`config.mk`:
```
export PLATFORM = sky130hd
export DESIGN_NAME = diffraction_profile_classifier_unit_flat
export DESIGN_NICKNAME = d
export VERILOG_FILES = /design/src/rtl/dpc_pkg.sv /design/src/rtl/dpc_ifs.sv /design/src/rtl/dpc_cfg_regs.sv /design/src/rtl/dpc_accum.sv /design/src/rtl/dpc_classify.sv /design/src/rtl/diffraction_profile_classifier_unit.sv /design/src/flat_wrapper.sv
export SDC_FILE = /design/constraint.sdc
export NUM_CORES = 2
export LEC_CHECK = 0
export ABC_CLOCK_PERIOD_IN_PS = 8420
export BUFFER_PORTS_ARGS = -buffer_cell sky130_fd_sc_hd__buf_2
export CORE_MARGIN = 2
export CORE_UTILIZATION = 50
export DETAILED_ROUTE_END_ITERATION = 7
export GPL_TIMING_DRIVEN = 0
export PLACE_DENSITY_LB_ADDON = 0.1
export SYNTH_ARGS = -nofsm -noshare
export SYNTH_HDL_FRONTEND = slang
export SYNTH_SLANG_ARGS = --single-unit
```
`constraint.sdc`:
```
create_clock -name clk -period 8.42 [get_ports clk]
set_input_delay 0.421 -clock clk [delete_from_list [all_inputs] [get_ports clk]]
set_output_delay 0.421 -clock clk [all_outputs]
set_load 0.03 [all_outputs]
```
`src/rtl/dpc_pkg.sv`:
```
`default_nettype none

package dpc_pkg;

  // field widths
  localparam int BIN_W      = 12;
  localparam int INT_W      = 24;
  localparam int SUM_W      = 40;
  localparam int CNT_W      = 20;
  localparam int RATIO_W    = 8;
  localparam int PROD_W     = SUM_W + RATIO_W;
  localparam int CFG_IDX_W  = 3;
  localparam int CFG_DATA_W = 40;

  // profile and image limits
  localparam int              MAX_BINS   = 4096;
  localparam longint unsigned MAX_IMAGES = 64'd1048576;
  localparam longint unsigned CNT_SPAN   = 64'd1 << CNT_W;
  localparam longint unsigned IMG_WRAP   = (MAX_IMAGES < CNT_SPAN) ? MAX_IMAGES : CNT_SPAN;

  // register reset values
  localparam logic [BIN_W-1:0]   WATER_FIRST_RST = 12'd0;
  localparam logic [BIN_W-1:0]   WATER_LAST_RST  = 12'd4095;
  localparam logic [BIN_W-1:0]   ICE_FIRST_RST   = 12'd0;
  localparam logic [BIN_W-1:0]   ICE_LAST_RST    = 12'd0;
  localparam logic [SUM_W-1:0]   THRESHOLD_RST   = 40'd100000;
  localparam logic [RATIO_W-1:0] RATIO_RST       = 8'd10;

  // register indexes on the configuration port
  typedef enum logic [CFG_IDX_W-1:0] {
    CFG_WATER_FIRST = 3'd0,
    CFG_WATER_LAST  = 3'd1,
    CFG_ICE_FIRST   = 3'd2,
    CFG_ICE_LAST    = 3'd3,
    CFG_THRESHOLD   = 3'd4,
    CFG_RATIO       = 3'd5
  } cfg_idx_t;

  // image classes
  typedef enum logic [1:0] {
    CLASS_WATER      = 2'd0,
    CLASS_BACKGROUND = 2'd1,
    CLASS_ICE        = 2'd2
  } class_t;

  typedef struct packed {
    logic [BIN_W-1:0]   water_first;
    logic [BIN_W-1:0]   water_last;
    logic [BIN_W-1:0]   ice_first;
    logic [BIN_W-1:0]   ice_last;
    logic [SUM_W-1:0]   threshold;
    logic [RATIO_W-1:0] ratio;
  } cfg_t;

  typedef struct packed {
    logic [BIN_W-1:0] bin_index;
    logic [INT_W-1:0] intensity;
    logic             last_bin;
  } bin_req_t;

  typedef struct packed {
    logic [SUM_W-1:0] water_sum;
    logic [SUM_W-1:0] ice_sum;
  } sums_t;

  typedef struct packed {
    class_t           image_class;
    logic [SUM_W-1:0] water_integral;
    logic [SUM_W-1:0] ice_integral;
    logic [CNT_W-1:0] image_number;
    logic [CNT_W-1:0] water_images;
    logic [CNT_W-1:0] background_images;
    logic [CNT_W-1:0] ice_images;
  } result_t;

endpackage

`default_nettype wire

```
`src/rtl/dpc_ifs.sv`:
```
`default_nettype none

// profile bin channel
interface dpc_in_if import dpc_pkg::*; ();
  logic             valid;
  logic             ready;
  logic [BIN_W-1:0] bin_index;
  logic [INT_W-1:0] intensity;
  logic             last_bin;

  modport source (output valid, bin_index, intensity, last_bin, input ready);
  modport sink   (input valid, bin_index, intensity, last_bin, output ready);
endinterface

// image result channel
interface dpc_out_if import dpc_pkg::*; ();
  logic             valid;
  logic             ready;
  logic [1:0]       image_class;
  logic [SUM_W-1:0] water_integral;
  logic [SUM_W-1:0] ice_integral;
  logic [CNT_W-1:0] image_number;
  logic [CNT_W-1:0] water_images;
  logic [CNT_W-1:0] background_images;
  logic [CNT_W-1:0] ice_images;

  modport source (output valid, image_class, water_integral, ice_integral, image_number,
                  water_images, background_images, ice_images, input ready);
  modport sink   (input valid, image_class, water_integral, ice_integral, image_number,
                  water_images, background_images, ice_images, output ready);
endinterface

// register write channel
interface dpc_cfg_if import dpc_pkg::*; ();
  logic                  valid;
  logic                  ready;
  logic [CFG_IDX_W-1:0]  index;
  logic [CFG_DATA_W-1:0] data;

  modport source (output valid, index, data, input ready);
  modport sink   (input valid, index, data, output ready);
endinterface

`default_nettype wire

```
`src/rtl/dpc_cfg_regs.sv`:
```
`default_nettype none

module dpc_cfg_regs import dpc_pkg::*; (
  input  wire logic                  clk,
  input  wire logic                  rst_n,
  input  wire logic                  wr_valid,
  output logic                       wr_ready,
  input  wire logic [CFG_IDX_W-1:0]  wr_index,
  input  wire logic [CFG_DATA_W-1:0] wr_data,
  output cfg_t                       cfg
);

  cfg_t cfg_r;

  assign wr_ready = 1'b1;
  assign cfg      = cfg_r;

  // register file, unknown indexes are ignored
  always_ff @(posedge clk) begin
    if (!rst_n) begin
      cfg_r.water_first <= WATER_FIRST_RST;
      cfg_r.water_last  <= WATER_LAST_RST;
      cfg_r.ice_first   <= ICE_FIRST_RST;
      cfg_r.ice_last    <= ICE_LAST_RST;
      cfg_r.threshold   <= THRESHOLD_RST;
      cfg_r.ratio       <= RATIO_RST;
    end else if (wr_valid) begin
      unique case (cfg_idx_t'(wr_index))
        CFG_WATER_FIRST: cfg_r.water_first <= wr_data[BIN_W-1:0];
        CFG_WATER_LAST:  cfg_r.water_last  <= wr_data[BIN_W-1:0];
        CFG_ICE_FIRST:   cfg_r.ice_first   <= wr_data[BIN_W-1:0];
        CFG_ICE_LAST:    cfg_r.ice_last    <= wr_data[BIN_W-1:0];
        CFG_THRESHOLD:   cfg_r.threshold   <= wr_data[SUM_W-1:0];
        CFG_RATIO:       cfg_r.ratio       <= wr_data[RATIO_W-1:0];
        default: begin
        end
      endcase
    end
  end

endmodule

`default_nettype wire

```
`src/rtl/dpc_accum.sv`:
```
`default_nettype none

module dpc_accum import dpc_pkg::*; (
  input  wire logic     clk,
  input  wire logic     rst_n,
  input  wire cfg_t     cfg,
  input  wire logic     in_valid,
  output logic          in_ready,
  input  wire bin_req_t in_req,
  output logic          sums_valid,
  input  wire logic     sums_ready,
  output sums_t         sums
);

  logic             s0_v_r;
  bin_req_t         req_r;
  logic [SUM_W-1:0] water_sum_r, ice_sum_r;
  logic [SUM_W-1:0] water_nxt, ice_nxt;
  logic             fin_v_r;
  sums_t            fin_r;
  logic             fin_free, s0_take, in_range, water_hit, ice_hit;
  logic [SUM_W:0]   water_add, ice_add;

  // request in stage 0 leaves when it is a plain bin or the final stage has room
  assign fin_free = !fin_v_r || sums_ready;
  assign s0_take  = s0_v_r && (!req_r.last_bin || fin_free);
  assign in_ready = !s0_v_r || s0_take;

  // window hits
  assign in_range  = (32'(req_r.bin_index) < MAX_BINS);
  assign water_hit = in_range && (req_r.bin_index >= cfg.water_first) &&
                     (req_r.bin_index <= cfg.water_last);
  assign ice_hit   = in_range && (req_r.bin_index >= cfg.ice_first) &&
                     (req_r.bin_index <= cfg.ice_last);

  // saturating sums including this bin
  always_comb begin
    water_add = {1'b0, water_sum_r} + (SUM_W+1)'(water_hit ? req_r.intensity : '0);
    ice_add   = {1'b0, ice_sum_r} + (SUM_W+1)'(ice_hit ? req_r.intensity : '0);
    water_nxt = water_add[SUM_W] ? {SUM_W{1'b1}} : water_add[SUM_W-1:0];
    ice_nxt   = ice_add[SUM_W] ? {SUM_W{1'b1}} : ice_add[SUM_W-1:0];
  end

  // control and accumulators
  always_ff @(posedge clk) begin
    if (!rst_n) begin
      s0_v_r      <= 1'b0;
      fin_v_r     <= 1'b0;
      water_sum_r <= '0;
      ice_sum_r   <= '0;
    end else begin
      if (in_ready) begin
        s0_v_r <= in_valid;
      end
      if (fin_free) begin
        fin_v_r <= s0_take && req_r.last_bin;
      end
      if (s0_take) begin
        water_sum_r <= req_r.last_bin ? '0 : water_nxt;
        ice_sum_r   <= req_r.last_bin ? '0 : ice_nxt;
      end
    end
  end

  // payload registers
  always_ff @(posedge clk) begin
    if (in_ready) begin
      req_r <= in_req;
    end
    if (fin_free && s0_take && req_r.last_bin) begin
      fin_r.water_sum <= water_nxt;
      fin_r.ice_sum   <= ice_nxt;
    end
  end

  assign sums_valid = fin_v_r;
  assign sums       = fin_r;

endmodule

`default_nettype wire

```
`src/rtl/dpc_classify.sv`:
```
`default_nettype none

module dpc_classify import dpc_pkg::*; (
  input  wire logic  clk,
  input  wire logic  rst_n,
  input  wire cfg_t  cfg,
  input  wire logic  sums_valid,
  output logic       sums_ready,
  input  wire sums_t sums,
  output logic       res_valid,
  input  wire logic  res_ready,
  output result_t    res
);

  logic              p_v_r, out_v_r;
  logic              p_free, o_free, p_take;
  logic [SUM_W-1:0]  p_water_r, p_ice_r;
  logic [PROD_W-1:0] p_scaled_r;
  logic              p_above_r;
  logic [CNT_W-1:0]  img_r, water_cnt_r, bg_cnt_r, ice_cnt_r;
  logic [CNT_W-1:0]  img_nxt, water_cnt_nxt, bg_cnt_nxt, ice_cnt_nxt;
  class_t            cls;
  logic [PROD_W-1:0] water_ext;
  result_t           res_r;

  assign o_free     = !out_v_r || res_ready;
  assign p_free     = !p_v_r || o_free;
  assign p_take     = p_v_r && o_free;
  assign sums_ready = p_free;

  // class decision against the scaled ice sum
  assign water_ext = PROD_W'(p_water_r);
  always_comb begin
    if (p_above_r && (water_ext > p_scaled_r)) begin
      cls = CLASS_WATER;
    end else if (p_above_r && (water_ext < p_scaled_r)) begin
      cls = CLASS_ICE;
    end else begin
      cls = CLASS_BACKGROUND;
    end
  end

  // saturating class counts and wrapping image index
  always_comb begin
    water_cnt_nxt = water_cnt_r;
    bg_cnt_nxt    = bg_cnt_r;
    ice_cnt_nxt   = ice_cnt_r;
    case (cls)
      CLASS_WATER:      water_cnt_nxt = (&water_cnt_r) ? water_cnt_r : water_cnt_r + 1'b1;
      CLASS_ICE:        ice_cnt_nxt   = (&ice_cnt_r) ? ice_cnt_r : ice_cnt_r + 1'b1;
      default:          bg_cnt_nxt    = (&bg_cnt_r) ? bg_cnt_r : bg_cnt_r + 1'b1;
    endcase
    img_nxt = ((64'(img_r) + 64'd1) >= IMG_WRAP) ? '0 : img_r + 1'b1;
  end

  // control and counters
  always_ff @(posedge clk) begin
    if (!rst_n) begin
      p_v_r       <= 1'b0;
      out_v_r     <= 1'b0;
      img_r       <= '0;
      water_cnt_r <= '0;
      bg_cnt_r    <= '0;
      ice_cnt_r   <= '0;
    end else begin
      if (p_free) begin
        p_v_r <= sums_valid;
      end
      if (o_free) begin
        out_v_r <= p_v_r;
      end
      if (p_take) begin
        img_r       <= img_nxt;
        water_cnt_r <= water_cnt_nxt;
        bg_cnt_r    <= bg_cnt_nxt;
        ice_cnt_r   <= ice_cnt_nxt;
      end
    end
  end

  // product stage and result register
  always_ff @(posedge clk) begin
    if (p_free) begin
      p_water_r  <= sums.water_sum;
      p_ice_r    <= sums.ice_sum;
      p_scaled_r <= PROD_W'(sums.ice_sum) * PROD_W'(cfg.ratio);
      p_above_r  <= sums.water_sum > cfg.threshold;
    end
    if (p_take) begin
      res_r.image_class       <= cls;
      res_r.water_integral    <= p_water_r;
      res_r.ice_integral      <= p_ice_r;
      res_r.image_number      <= img_r;
      res_r.water_images      <= water_cnt_nxt;
      res_r.background_images <= bg_cnt_nxt;
      res_r.ice_images        <= ice_cnt_nxt;
    end
  end

  assign res_valid = out_v_r;
  assign res       = res_r;

endmodule

`default_nettype wire

```
`src/rtl/diffraction_profile_classifier_unit.sv`:
```
// path of a result: stage 0, final sums stage, product stage, result register
// throughput: one bin per cycle; stalls only on a bin marked last, when the
// result register is held by the sink and the stages behind it are full
// reset: rst_n synchronous active low clears sums, counters, image index and
// stage valids, and loads the register defaults
`default_nettype none

module diffraction_profile_classifier_unit import dpc_pkg::*; (
  input wire logic   clk,
  input wire logic   rst_n,
  dpc_in_if.sink     in_bus,
  dpc_out_if.source  out_bus,
  dpc_cfg_if.sink    cfg_bus
);

  cfg_t     cfg;
  bin_req_t in_req;
  logic     sums_valid, sums_ready;
  sums_t    sums;
  result_t  res;

  // configuration registers
  dpc_cfg_regs u_cfg (
    .clk      (clk),
    .rst_n    (rst_n),
    .wr_valid (cfg_bus.valid),
    .wr_ready (cfg_bus.ready),
    .wr_index (cfg_bus.index),
    .wr_data  (cfg_bus.data),
    .cfg      (cfg)
  );

  // windowed accumulation
  assign in_req.bin_index = in_bus.bin_index;
  assign in_req.intensity = in_bus.intensity;
  assign in_req.last_bin  = in_bus.last_bin;

  dpc_accum u_accum (
    .clk        (clk),
    .rst_n      (rst_n),
    .cfg        (cfg),
    .in_valid   (in_bus.valid),
    .in_ready   (in_bus.ready),
    .in_req     (in_req),
    .sums_valid (sums_valid),
    .sums_ready (sums_ready),
    .sums       (sums)
  );

  // classification and counts
  dpc_classify u_classify (
    .clk        (clk),
    .rst_n      (rst_n),
    .cfg        (cfg),
    .sums_valid (sums_valid),
    .sums_ready (sums_ready),
    .sums       (sums),
    .res_valid  (out_bus.valid),
    .res_ready  (out_bus.ready),
    .res        (res)
  );

  assign out_bus.image_class       = res.image_class;
  assign out_bus.water_integral    = res.water_integral;
  assign out_bus.ice_integral      = res.ice_integral;
  assign out_bus.image_number      = res.image_number;
  assign out_bus.water_images      = res.water_images;
  assign out_bus.background_images = res.background_images;
  assign out_bus.ice_images        = res.ice_images;

endmodule

`default_nettype wire
```
`src/flat_wrapper.sv`:
```
// flat-port wrapper written by rule: the top's interface ports become plain ports
module diffraction_profile_classifier_unit_flat import dpc_pkg::*;
  (clk, rst_n, in_bus_valid, in_bus_bin_index, in_bus_intensity, in_bus_last_bin, in_bus_ready, out_bus_valid, out_bus_image_class, out_bus_water_integral, out_bus_ice_integral, out_bus_image_number, out_bus_water_images, out_bus_background_images, out_bus_ice_images, out_bus_ready, cfg_bus_valid, cfg_bus_index, cfg_bus_data, cfg_bus_ready);
  dpc_in_if in_bus_i ();
  dpc_out_if out_bus_i ();
  dpc_cfg_if cfg_bus_i ();
  input wire logic clk;
  input wire logic rst_n;
  input wire logic [$bits(in_bus_i.valid)-1:0] in_bus_valid;
  input wire logic [$bits(in_bus_i.bin_index)-1:0] in_bus_bin_index;
  input wire logic [$bits(in_bus_i.intensity)-1:0] in_bus_intensity;
  input wire logic [$bits(in_bus_i.last_bin)-1:0] in_bus_last_bin;
  output wire logic [$bits(in_bus_i.ready)-1:0] in_bus_ready;
  output wire logic [$bits(out_bus_i.valid)-1:0] out_bus_valid;
  output wire logic [$bits(out_bus_i.image_class)-1:0] out_bus_image_class;
  output wire logic [$bits(out_bus_i.water_integral)-1:0] out_bus_water_integral;
  output wire logic [$bits(out_bus_i.ice_integral)-1:0] out_bus_ice_integral;
  output wire logic [$bits(out_bus_i.image_number)-1:0] out_bus_image_number;
  output wire logic [$bits(out_bus_i.water_images)-1:0] out_bus_water_images;
  output wire logic [$bits(out_bus_i.background_images)-1:0] out_bus_background_images;
  output wire logic [$bits(out_bus_i.ice_images)-1:0] out_bus_ice_images;
  input wire logic [$bits(out_bus_i.ready)-1:0] out_bus_ready;
  input wire logic [$bits(cfg_bus_i.valid)-1:0] cfg_bus_valid;
  input wire logic [$bits(cfg_bus_i.index)-1:0] cfg_bus_index;
  input wire logic [$bits(cfg_bus_i.data)-1:0] cfg_bus_data;
  output wire logic [$bits(cfg_bus_i.ready)-1:0] cfg_bus_ready;
  assign in_bus_i.valid = in_bus_valid;
  assign in_bus_i.bin_index = in_bus_bin_index;
  assign in_bus_i.intensity = in_bus_intensity;
  assign in_bus_i.last_bin = in_bus_last_bin;
  assign in_bus_ready = in_bus_i.ready;
  assign out_bus_valid = out_bus_i.valid;
  assign out_bus_image_class = out_bus_i.image_class;
  assign out_bus_water_integral = out_bus_i.water_integral;
  assign out_bus_ice_integral = out_bus_i.ice_integral;
  assign out_bus_image_number = out_bus_i.image_number;
  assign out_bus_water_images = out_bus_i.water_images;
  assign out_bus_background_images = out_bus_i.background_images;
  assign out_bus_ice_images = out_bus_i.ice_images;
  assign out_bus_i.ready = out_bus_ready;
  assign cfg_bus_i.valid = cfg_bus_valid;
  assign cfg_bus_i.index = cfg_bus_index;
  assign cfg_bus_i.data = cfg_bus_data;
  assign cfg_bus_ready = cfg_bus_i.ready;
  diffraction_profile_classifier_unit u_core (.clk(clk), .rst_n(rst_n), .in_bus(in_bus_i), .out_bus(out_bus_i), .cfg_bus(cfg_bus_i));
endmodule
```
======== Word level (Yosys, flattened, before mapping) ========
Index checks and enable logic that the tools add are counted.
storage, ports and cells
  output and inout bits ................... 165
  flip-flop bits (word level) ............. 668
  input bits .............................. 85
cells by class
  multipliers ............................. 1
  $lt $le $gt $ge ......................... 8
  muxes and demuxes ....................... 15
  add/subtract/negate cells ............... 7
  reductions and logical operators ........ 31
  eq/ne operators ......................... 6
operator list
  operator                 number
  $mux W40                 4
  $mux W20                 7
  $add A40 B24 Y41         2
  $add A20 B1 Y20 const B  4
  $reduce_and A20 Y1       3
  $gt A40 B48 Y1           1
  $lt A40 B48 Y1           1
  $mul A40 B8 Y48          1
  $mux W24                 2
  $gt A40 B40 Y1           1
  $ge A12 B12 Y1           2
  $le A12 B12 Y1           2
  $add A20 B1 Y21 const B  1
  $ge A21 B21 Y1 const B   1
  $reduce_and A2 Y1        6
  $logic_and A1 B1 Y1      9
  $eq A3 B2 Y1 const B     2
  $eq A3 B3 Y1 const B     2
  $logic_not A1 Y1         5
  $logic_or A1 B1 Y1       5
  $mux W2                  2
  $eq A3 B1 Y1 const B     1
  $logic_not A3 Y1         1
  $eq A2 B2 Y1 const B     1
  other kinds (2)          2

======== Logic depth before layout (Yosys ltp) ========
  depth after elaboration ................. 8
  gate-level depth with buffers ........... 26

======== Cells and area by module ========
Synthesis repeated with hierarchy kept, for this count alone.
unflattened totals
  cells, all modules ...................... 4,000
  area, all modules ....................... 41,502.3 sq um
modules (own cells, without submodules)
  module        cells each  times used  area each (sq um)  sequential area each (sq um)
  dpc_classify  2,437       1           26,266.4           10,380.0
  dpc_accum     1,187       1           11,507.3           5,154.9
  dpc_cfg_regs  376         1           3,728.6            1,921.8

======== Worst setup path after synthesis ========
OpenSTA, ideal clock, no wires.
  path kind ............................... register to register
  start ................................... register u_core.u_classify.out_v_r (netlist: u_core.u_classify.res_valid)
  end ..................................... register u_core.u_classify.bg_cnt_r[11]
  period minus slack after synthesis ...... 6,484 ps
  required time ........................... 8,331 ps
  arrival time ............................ 6,395 ps
  setup slack ............................. 1,936 ps
  stages on the path, launching flop included .. 8
  cells stage by stage .................... dfxtp_1 nor2b_1 nand2b_1 inv_1 clkbuf_1 buf_1 nand3_1 mux2i_1
on the way
  cells in the longest elaborated chain, start to end .. 3
ends and longest elaborated chain
  item                          RTL line            text
  from (decl)                   dpc_classify.sv:15  logic p_v_r, out_v_r;
  from (signal assigned)        dpc_classify.sv:70  out_v_r <= p_v_r;
  $logic_not A1 Y1              dpc_classify.sv:26  assign o_free = !out_v_r || res_ready;
  $logic_or A1 B1 Y1            dpc_classify.sv:26
  $logic_and A1 B1 Y1           dpc_classify.sv:28  assign p_take = p_v_r && o_free;
  via u_core.u_classify.p_take  dpc_classify.sv:16  logic p_free, o_free, p_take;
  to (signal assigned)          dpc_classify.sv:75  bg_cnt_r <= bg_cnt_nxt;
  to (decl)                     dpc_classify.sv:20  logic [CNT_W-1:0] img_r, water_cnt_r, bg_cnt_r, ice_cnt_r;
The timed path passes the listed nets, and every way through them passes these cells.
A chain may end at the register's enable or synchronous reset.

======== Worst setup path in the final report ========
  start ................................... register u_core.u_accum.req_r[25] (netlist bit)
  end ..................................... register u_core.u_accum.fin_r (netlist bit u_core.u_accum.sums[27]) (data pin)
on the way
  cells in the longest elaborated chain, start to end .. 5
  elaborated cells on any way between the ends .. 6
ends and longest elaborated chain
  item                                                     RTL line                          text
  from (decl)                                              dpc_accum.sv:16                   bin_req_t req_r;
  from (signal assigned)                                   dpc_accum.sv:68                   req_r <= in_req;
  $ge A12 B12 Y1 / $le A12 B12 Y1 (equally long branches)  dpc_accum.sv:33, dpc_accum.sv:34
  $logic_and A1 B1 Y1 *                                    dpc_accum.sv:33                   assign ice_hit = in_range && (req_r.bin_index >= cfg.ice_first) &&
  $mux W24 *                                               dpc_accum.sv:39                   ice_add = {1'b0, ice_sum_r} + (SUM_W+1)'(ice_hit ? req_r.intensity : '0);
  $add A40 B24 Y41 *                                       dpc_accum.sv:39
  $mux W40 *                                               dpc_accum.sv:41                   ice_nxt = ice_add[SUM_W] ? {SUM_W{1'b1}} : ice_add[SUM_W-1:0];
  via u_core.u_accum.ice_nxt[27]                           dpc_accum.sv:18                   logic [SUM_W-1:0] water_nxt, ice_nxt;
  to (decl)                                                dpc_accum.sv:20                   sums_t fin_r;
Mark *: on every way through the listed nets, which the timed path passes. The rest lies on a longest branch.

==> results by stage <==
Outcome:
- The flow ran to the end, and the final reports show no timing, DRC or antenna violations.

Critical path:
- The kind of cell with the highest combined delay on the critical path is compound AO/OA/AOI/OAI gates.
- The launching element type of the critical path is a flop.
- At the worst endpoint, the arrival time is 7360 ps.
- The startpoint of the worst register-to-register path is u_core.u_accum.req_r[25].
- Traced cell by cell, the critical path runs through inv_1 > ha_1 > nand2b_1 > a21o_1 > a21o_1 > a211oi_1 > o21bai_1 > a211oi_1 > o21ai_0 > a21oi_1 > clkbuf_1 > nor2_1 > ha_1 > fa_1 > a21o_1 > a21oi_1 > nor2b_1 > o211ai_1 > a211oi_2 > o211ai_2 > clkbuf_1 > clkbuf_1 > nand2_1.
- The slowest stage of the critical path is the a21oi_1 cell.
- Together, buffers and inverters on the worst path number 4.
- The path depth of the worst reg2reg path is 23.
- In this run the register-to-register setup slack is 1400 ps.
- The critical path's largest stage delay is 690 ps.
- The critical path start-end classification is flop to flop.
- STA classifies the critical path endpoint as a flop.
- Data on the critical path is required at its endpoint by 8760 ps.
- The terminus of the critical flop-to-flop path is u_core.u_accum.sums[27].
- The maximum fanout encountered on the critical timing path is 10.

GRT:
- The total track usage is 0.266.
- The first-pass GRT wire length is 169,000 um.
- The pin count of the biggest net entering global routing is 61.
- Global routing finished with a remaining overflow of 0.
- The via count of the first global-routing pass is 29.2k.
- The initial antenna violation count is 4.

Logic synthesis:
- The commonest cells after synthesis are nand2_1 (559), edfxtp_1 (408), inv_1 (393), and2_1 (264), dfxtp_1 (260).
- The summed instance area of the synthesized netlist is 0.0402 mm^2.
- After synthesis, the share of flip-flops with an asynchronous set or reset is 0.
- The number of synthesized flops with an enable pin is 408.
- The main flop type after synthesis is edfxtp_1.
- The sequential share of the synthesized area is 0.434.
- Sorting the synthesized cells by area gives the leading types as edfxtp_1 (30%), dfxtp_1 (13%), fa_1 (11%), ha_1 (7.7%), nand2_1 (5.2%).
- The number of register bits inferred by synthesis is 668.
- The number of cells produced by synthesis is 3,981.
- Dividing the synthesized area by the synthesized cell count gives 10.1 um^2.
- The number of nets handed over by synthesis was 4,544.
- The area share of the largest cell type after synthesis is 0.305.
- For this run, the number of Yosys warnings is 0.
- The most frequently used cell type in the post-synthesis netlist is nand2_1.
- The count of distinct cell types in the synthesized netlist is 81.
- The largest total area in the synthesized netlist belongs to edfxtp_1.

STA:
- Setup total negative slack on the finished layout was measured at 0 ps.
- The highest clock frequency the design can meet is 0.142 GHz.
- Of the available clock period, the critical path in the final layout requires 0.834.
- The routed design could run at a clock period as short as 7020 ps.
- The count of final hold-check violations is 0.
- Setup repair after global routing left no endpoint under its margin.
- The relative max-transition margin is 0.281.
- Setup violations remaining at the end of the flow were counted as 0.
- The pin slew with the least headroom to its limit is 1080 ps.
- The worst clock skew is 31.9 ps.
- The final-report max-slew violation count was 0.

Finish:
- The final-stage net count is 4,916.
- The final antenna diode count is 0.
- For this run, the share of the core covered by cells in the final layout is 0.578.
- Compared with the post-synthesis result, the final layout area differs by 14.1%.
- Of the cells placed in the final design, the portion with a size suffix greater than 1 is 0.0958.
- For this run, the number of standard cells in the final layout without fillers is 5,465.

Floorplanning:
- Measured along the y axis, the die boundary spans 287 um.
- The placement row count is 103.
- During I/O placement, the number of pins put on the boundary was 250.
- The die covers 0.0826 mm^2.
- The starting utilization of the core area is 0.507.
- The die width is 287 um.
- The region available for standard cell placement spans 0.0793 mm^2.

Pwr:
- VDD sags by at most 170 uV.
- For this design the static power due to leakage is 19.6 nW.
- The power density relative to cell area is 172 mW/mm^2.

Route:
- The count of routing violations after the opening detailed-route iteration is 2,241.
- After detailed routing, the average wire length per cell comes to 20.1 um.
- The final layout contains routed wiring with a total length of 110,000 um.
- After detailed routing, the number of remaining DRC violations is 0.
- In the routed layout, each cell is associated on average with a via count of 5.48.
- The first detailed-routing pass took 6 iterations.
- The number of nets still failing antenna checks after routing is 0.
- The detailed router placed 29.9k vias in this run.

Clocking:
- The H-tree was split into 3 levels.
- The clock insertion delay at the later pin of the skew report is 640 ps.
- The count of instances resized after the clock tree is built is 0.
- The clock net sink count is 668.
- No sink is reached through more buffers than the 3 on the longest clock path.
- In this run, CTS created clock tree buffers numbering 75.
- Clock-pin slew was measured on the worst setup and hold paths at 60 ps.
- TritonCTS built the clock tree.
- The root buffer cell is clkbuf_16.

Hold path:
- The path with the worst hold slack has its endpoint at u_core.u_accum.s0_v_r.
- Counting instances, the worst hold path has a depth of 3.
- The startpoint of the lowest-slack hold path is in_bus_valid.
- The class of the most critical hold timing path is input pin to flop.

Placement:
- Routability-driven placement finished with a final weighted congestion of 0.924.
- During placement, the flow inserted port buffers numbering 248.
- The total instance count after detailed placement is 5,288.
- The wire-length estimate of the detail-placed layout is 83,000 um.

Run:
- The number of max-cap violations is 0.
## cell type report
type / instances / area, um^2
buffer: 150 / 594
clock buffer: 99 / 2030
clock inverter: 40 / 487
fill: 6960 / 33400
inverter: 393 / 1480
multi-input combinational: 2770 / 20700
sequential: 668 / 17500
tap: 1050 / 1310
timing repair buffer: 295 / 1820
## cell usage in the layout (no fill, tap or decap), types with 60 or more instances in the layout
cell type | synthesis | layout
fa_1 | 230 | 230
edfxtp_1 | 408 | 408
xnor2_1 | 109 | 109
xor2_1 | 78 | 78
nand3_1 | 88 | 87
o21ai_0 | 104 | 104
clkbuf_1 | 128 | 146
and2_1 | 264 | 264
inv_1 | 393 | 393
nand4_1 | 60 | 60
dfxtp_1 | 260 | 260
buf_2 | 11 | 260
a21o_1 | 78 | 78
ha_1 | 248 | 248
nand2_1 | 559 | 558
and3_1 | 62 | 61
a21oi_1 | 249 | 249
nor2_1 | 215 | 215
clkbuf_16 | 0 | 75
## how the worst max path moves through the flow
stage	cells past startpoint	end	slack [ps]	start
2_1_floorplan	7	u_core.u_classify.bg_cnt_r[11]	1940	u_core.u_classify.res_valid
3_3_place_gp	8	u_core.u_classify.bg_cnt_r[11]	-1520	out_bus_ready
3_5_place_dp	23	u_core.u_accum.sums[27]	1510	u_core.u_accum.req_r[25]
4_1_cts	23	u_core.u_accum.sums[27]	1460	u_core.u_accum.req_r[25]
5_1_grt	23	u_core.u_accum.sums[25]	960	u_core.u_accum.req_r[25]
6_report	23	u_core.u_accum.sums[27]	1400	u_core.u_accum.req_r[25]
## layer usage
layer  vias to the layer above  wire, um  global-route usage
met1                     14551     49100               0.371
met2                       844     50600               0.427
met3                       185      6480              0.0361
li1                      14344         -                   -
met5                         -        16                   0
met4                         2      3620              0.0938
## tightest hold or removal path: cells and delay by family
family | cells | cell delay (ps)
AOI/OAI and AO/OA | 1 | 50
buffers and inverters | 2 | 150
## state kept, by name (all words and copies together) (netlist names)
register / count
u_core.u_classify.res: 162
u_core.u_classify.p_v_r: 1
u_core.u_accum.sums_valid: 1
u_core.u_classify.p_water_r: 40
u_core.u_classify.img_r: 20
u_core.u_accum.req_r: 37
u_core.u_accum.ice_sum_r: 40
u_core.u_classify.water_cnt_r: 20
u_core.u_classify.bg_cnt_r: 20
u_core.u_classify.res_valid: 1
u_core.u_classify.p_ice_r: 40
u_core.u_cfg.cfg: 96
u_core.u_classify.p_above_r: 1
u_core.u_classify.ice_cnt_r: 20
u_core.u_accum.s0_v_r: 1
u_core.u_accum.water_sum_r: 40
u_core.u_accum.sums: 80
u_core.u_classify.p_scaled_r: 48
## kinds of logic after synthesis
group | count (synthesis) | synth area share
and+or+nand+nor | 1410 | 0.170
AOI/OAI and AO/OA | 679 | 0.108
DFF | 668 | 0.434
buffers and inverters | 543 | 0.0515
adders and majority gates | 478 | 0.192
xor gates and xnor gates | 187 | 0.0408
muxes | 15 | 0.00408
other | 1 | 0.0000933
## what timing repair did
item                      in CTS  in global routing
buffers inserted               0                  0
hold buffers                  38                  0
hold endpoints to repair      38                  0
## power by group
part / internal (mW) / total, mW / switching, mW
clock network: 1.91 / 3.32 / 1.40
registers: 3.58 / 3.64 / 0.0664
logic: 0.326 / 0.922 / 0.596
total: 5.82 / 7.88 / 2.07
## metrics by stage
| step | setup slack, ps | total power [mW] | hold WS [ps] | instance area, um^2 |
|---|---|---|---|---|
| 2_1_floorplan | 1940 | 4.29 | 400 | 40200 |
| 3_3_place_gp | -1520 | 4.61 | 401 | 42700 |
| 3_5_place_dp | 1510 | 4.62 | 405 | 43000 |
| 4_1_cts | 1460 | 7.94 | 13.1 | 45900 |
| 5_1_grt | 959 | 8.21 | 19.3 | 45900 |
| 6_report | 1400 | 7.88 | 38.4 | 45900 |
(Power assumes the default switching activity.)
